`src/rtl/qrs_pkg.sv`:
```
// Shared constants and types for the quadratic root solver.
// No dependencies; every other file of the block imports this package.
`timescale 1ns / 1ps
`default_nettype none

package qrs_pkg;

   localparam int COEF_WIDTH_DEF = 16;
   localparam int ROOT_WIDTH     = 34;
   localparam int FRAC_BITS      = 16;
   localparam int STATUS_WIDTH   = 2;

   typedef enum logic [STATUS_WIDTH-1:0] {
      STATUS_REAL     = 2'd0,
      STATUS_IMAG     = 2'd1,
      STATUS_NOT_QUAD = 2'd2
   } status_type;

endpackage

`default_nettype wire

```
`src/rtl/qrs_sqrt.sv`:
```
// Pipelined integer square root, one root bit per register stage.
// Depends on qrs_pkg; the radicand is the discriminant scaled by 2^32.
`timescale 1ns / 1ps
`default_nettype none

module qrs_sqrt
   import qrs_pkg::*;
#(
   parameter int COEF_WIDTH = COEF_WIDTH_DEF,
   parameter int TAG_W      = 1
) (
   input  wire logic                      clock,
   input  wire logic                      reset,
   input  wire logic                      en,
   input  wire logic                      in_valid,
   input  wire logic [2*COEF_WIDTH+33:0]  in_rad,
   input  wire logic [TAG_W-1:0]          in_tag,
   output logic                           out_valid,
   output logic [COEF_WIDTH+16:0]         out_root,
   output logic [TAG_W-1:0]               out_tag
);

   localparam int SW = 2*COEF_WIDTH + 34;
   localparam int QW = COEF_WIDTH + 17;
   localparam int RW = QW + 2;

   logic             v_ff   [QW+1];
   logic [SW-1:0]    rad_ff [QW+1];
   logic [RW-1:0]    rem_ff [QW+1];
   logic [QW-1:0]    root_ff[QW+1];
   logic [TAG_W-1:0] tag_ff [QW+1];

   // Index 0 is the unregistered entry point of the chain.
   always_comb begin
      v_ff[0]    = in_valid;
      rad_ff[0]  = in_rad;
      rem_ff[0]  = '0;
      root_ff[0] = '0;
      tag_ff[0]  = in_tag;
   end

   for (genvar i = 0; i < QW; i++) begin : g_stage
      logic [RW+1:0] rs_in;
      logic [RW+1:0] trial_in;
      logic          ge_in;

      always_comb begin
         rs_in    = {rem_ff[i], rad_ff[i][SW-1:SW-2]};
         trial_in = {2'b00, root_ff[i], 2'b01};
         ge_in    = (rs_in >= trial_in);
      end

      always_ff @(posedge clock) begin
         if (reset) begin
            v_ff[i+1] <= 1'b0;
         end else if (en) begin
            v_ff[i+1] <= v_ff[i];
         end
         if (en) begin
            rad_ff[i+1]  <= {rad_ff[i][SW-3:0], 2'b00};
            rem_ff[i+1]  <= ge_in ? RW'(rs_in - trial_in) : RW'(rs_in);
            root_ff[i+1] <= {root_ff[i][QW-2:0], ge_in};
            tag_ff[i+1]  <= tag_ff[i];
         end
      end
   end

   assign out_valid = v_ff[QW];
   assign out_root  = root_ff[QW];
   assign out_tag   = tag_ff[QW];

endmodule

`default_nettype wire

```
`config.mk`:
```
export PLATFORM = sky130hd
export DESIGN_NAME = qrs_sqrt
export DESIGN_NICKNAME = d
export VERILOG_FILES = /design/src/rtl/qrs_pkg.sv /design/src/rtl/qrs_sqrt.sv
export SDC_FILE = /design/constraint.sdc
export NUM_CORES = 2
export LEC_CHECK = 0
export ABC_AREA = 0
export BUFFER_PORTS_ARGS = -buffer_cell sky130_fd_sc_hd__buf_2
export CAP_MARGIN = 20
export CORE_MARGIN = 3
export CORE_UTILIZATION = 55
export DETAILED_ROUTE_END_ITERATION = 8
export PLACE_DENSITY = 0.85
export SLEW_MARGIN = 20
export SYNTH_ARGS = -nofsm -noshare
export SYNTH_HDL_FRONTEND = slang
export SYNTH_SLANG_ARGS = --single-unit
```
`constraint.sdc`:
```
create_clock -name clock -period 3.4 [get_ports clock]
set_input_delay 0.51 -clock clock [delete_from_list [all_inputs] [get_ports clock]]
set_output_delay 0.51 -clock clock [all_outputs]
set_load 0.05 [all_outputs]
```
==> impl_metrics.yaml <==
sta:
  slew_headroom_pct: 44.1
  setup_violations: 48
  setup_tns_ns: -2.66
  finalHoldViolCount: 0
  timing.final.ws_setup_ns: -0.154
  fin_skew_ns: 0.0793
  layout_worst_path_cycle_share_pct: 105
  period_minus_slack_ns: 3.55
  fmax_mhz: 281
  drv_slew: 0
  rsz0062_at_grt: "yes"
  tightestPinTransition_ns: 0.831
grt:
  track_usage_pct: 22.6
  grt_max_degree: 150
  first_global_vias: 80283
  antenna_found_initial: 1
  grt_pass1_wl_um: 428000
  overflow: 0
clock_network:
  htree_levels: 5
  clk_path_buf_depth: 4
  cts_sinks: 2750
  cts_tree: "yes"
  clock_latency_ns: 0.93
  root_buffer: "clkbuf_16"
  path_clk_slew_ns: 0.07
  cts_buffers: 300
synth:
  avgSynthCellArea_um2: 13.0
  yosys.area.top_type_share_pct: 64.3
  synthTopCellsByArea: "edfxtp_1 64%, ha_1 5.9%, xor2_1 3.2%, xnor2_1 3.0%, a21oi_1 2.5%"
  synth_top_cell_by_area: "edfxtp_1"
  ys.flop_type: "edfxtp_1"
  async_flop_share_pct: 0
  synth_cells: 9752
  netlist_area_um2: 127000
  ys_warn_count: 0
  ys_types: 91
  ys_seq_area_share_pct: 64.8
  synth-edff-count: 2717
  syn_nets: 10419
  ys_ff_latch: 2750
placement:
  port_buffers: 105
  gp_congestion: 0.938
  dp_hpwl_um: 191000
  postPlaceCellArea_um2: 136000
  dp_slack_ns: -0.572
pwr:
  pwr-share-clk_pct: 31.5
  p_int_w: 0.0712
  p_sw_share_pct: 28.2
  p_sw_w: 0.0280
  powerDensity_nw_per_um2: 666
  ir_drop_mv: 0.663
  pwr-share-seq_pct: 46.0
  p_leak_nw: 57.9
  finalPower_w: 0.0992
  combPwrFrac_pct: 22.5
final_layout:
  syn2layout_area_growth_pct: 17.4
  layout_commonest_cell: "edfxtp_1"
  drive_above_1_share_pct: 15.8
  fin_nets: 11435
  fin_util_pct: 65.2
  fillerInstances: 15791
  fin_area_um2: 149000
  final_cell_mix: "2717 x edfxtp_1, 739 x inv_1, 667 x buf_4"
detailed_routing:
  wl_per_cell_um: 19.7
  wirelength_um: 276000
  drt_pass1_iterations: 8
  vias: 80190
  viasPerCell: 5.73
  drtIter0Drc: 6773
  drc_errors: 0
  drtAntennaViolNets: 0
outcome:
  status: "finished with violations"
  violations: "negative setup slack"
die:
  die_w_um: 486
  dieArea_um2: 236000
  die_h_um: 486
  core_area_um2: 228000
  floorplan.initialDensity_pct: 55.6
  io_pins: 106
  rows: 175
critical_path:
  arrival_ns: 4.18
  path_class: "flop to flop"
  path_max_fanout: 3
  cp-start-kind: "flop"
  cp-end-kind: "flop"
  critPathRequiredTime_ns: 4.02
worst_hold_path:
  hold_class: "primary input to flop"
job:
  cap_violations: 0
==> synthesized netlist by cell type (124+ instances only) <==
cell type,n
xor2_1,463
inv_1,746
o21ai_0,476
nor3_1,240
a21oi_1,622
clkbuf_1,179
a21o_1,252
nand2_1,638
nand3_1,139
edfxtp_1,2717
nor2_1,650
nand2b_1,124
xnor2_1,436
ha_1,596
==> metrics by stage <==
stage | std cells | hold slack, ns
2_1_floorplan | 9752 | 0.400
3_3_place_gp | 13301 | 0.400
3_5_place_dp | 13301 | 0.405
4_1_cts | 13900 | 0.0221
5_1_grt | 13991 | 0.0701
6_report | 13992 | 0.0797
==> kinds of logic after synthesis <==
logic type               after synthesis  share of synthesized area (%)
AND/OR/NAND/NOR                     2522                           9.82
buffers and inverters                945                           2.81
adder cells (fa/ha/maj)              596                           5.88
XOR/XNOR                             899                           6.21
AO/OA/AOI/OAI                       1905                           9.31
flip-flops                          2750                           64.8
other                                  1                        0.00296
multiplexers                         134                           1.14
==> final cells by class <==
class	count	area (µm²)	area share, %
sequential	2750	82200	55.2
multi-input combinational	6059	43300	29.0
clock buffer	364	7850	5.27
timing repair buffer	910	7520	5.05
tap	3009	3760	2.53
inverter	747	2810	1.88
clock inverter	152	1520	1.02
antenna	1	2.50	0.00168
==> state kept, by name, summed over array words and instances, names as in the netlist <==
| name | cells |
|---|---|
| tag_ff | 32 |
| rad_ff | 992 |
| g_stage.trial_in | 528 |
| g_stage.rs_in | 1131 |
| out_tag | 1 |
| v_ff | 32 |
| out_valid | 1 |
| out_root | 33 |
==> layer usage <==
| layer | global-route usage (%) | up-vias | part of all wire (%) |
|---|---|---|---|
| li1 | - | 38063 | - |
| met1 | 27.8 | 39004 | 40 |
| met2 | 40.2 | 2349 | 51 |
| met3 | 2.83 | 774 | 4.4 |
| met4 | 9.37 | 0 | 4.4 |
| met5 | 0 | - | 0 |
==> repair_timing <==
| action | CTS | global route |
|---|---|---|
| hold endpoints to repair | 74 | 0 |
| gates cloned | 2 | 10 |
| setup buffers | 12 | 85 |
| hold buffers | 70 | 0 |
| pin swaps | 15 | 112 |
| endpoints found under the setup margin | 245 | 544 |
| gates resized for setup | 74 | 372 |
==> power by group through the flow <==
| stage | combinational (W) | clock (W) | sequential (W) |
|---|---|---|---|
| after floorplan | 0.0143 | 0 | 0.0450 |
| after global placement | 0.0203 | 0 | 0.0460 |
| after detailed placement | 0.0209 | 0 | 0.0462 |
| after CTS | 0.0214 | 0.0319 | 0.0455 |
| after global routing | 0.0246 | 0.0332 | 0.0460 |
| final | 0.0224 | 0.0312 | 0.0456 |
==> critical path, cell delays in order (launching register included) <==
cell	delay [ns]
edfxtp_1	0.41
or4_4	0.55
or3_4	0.34
or4_4	0.42
or3_4	0.38
nor2_8	0.11
a31oi_4	0.09
a21o_1	0.19
or3_4	0.39
buf_4	0.15
nor4_4	0.15
xor2_1	0.10
==> worst paths after layout <==
check,startpoint,end,slack (ns),cells after the start
setup / recovery,g_stage[8].rs_in[12]$_DFFE_PP_,g_stage[9].rs_in[29]$_DFFE_PP_,-0.15,11
hold / removal,reset,v_ff[9]$_SDFFE_PP0P_,0.08,2
setup reg to reg,g_stage[8].rs_in[12]$_DFFE_PP_,g_stage[9].rs_in[29]$_DFFE_PP_,-0.15,11
hold reg to reg,rad_ff[1887]$_DFFE_PP_,rad_ff[1823]$_DFFE_PP_,0.39,0
(Power assumes the default switching activity.)
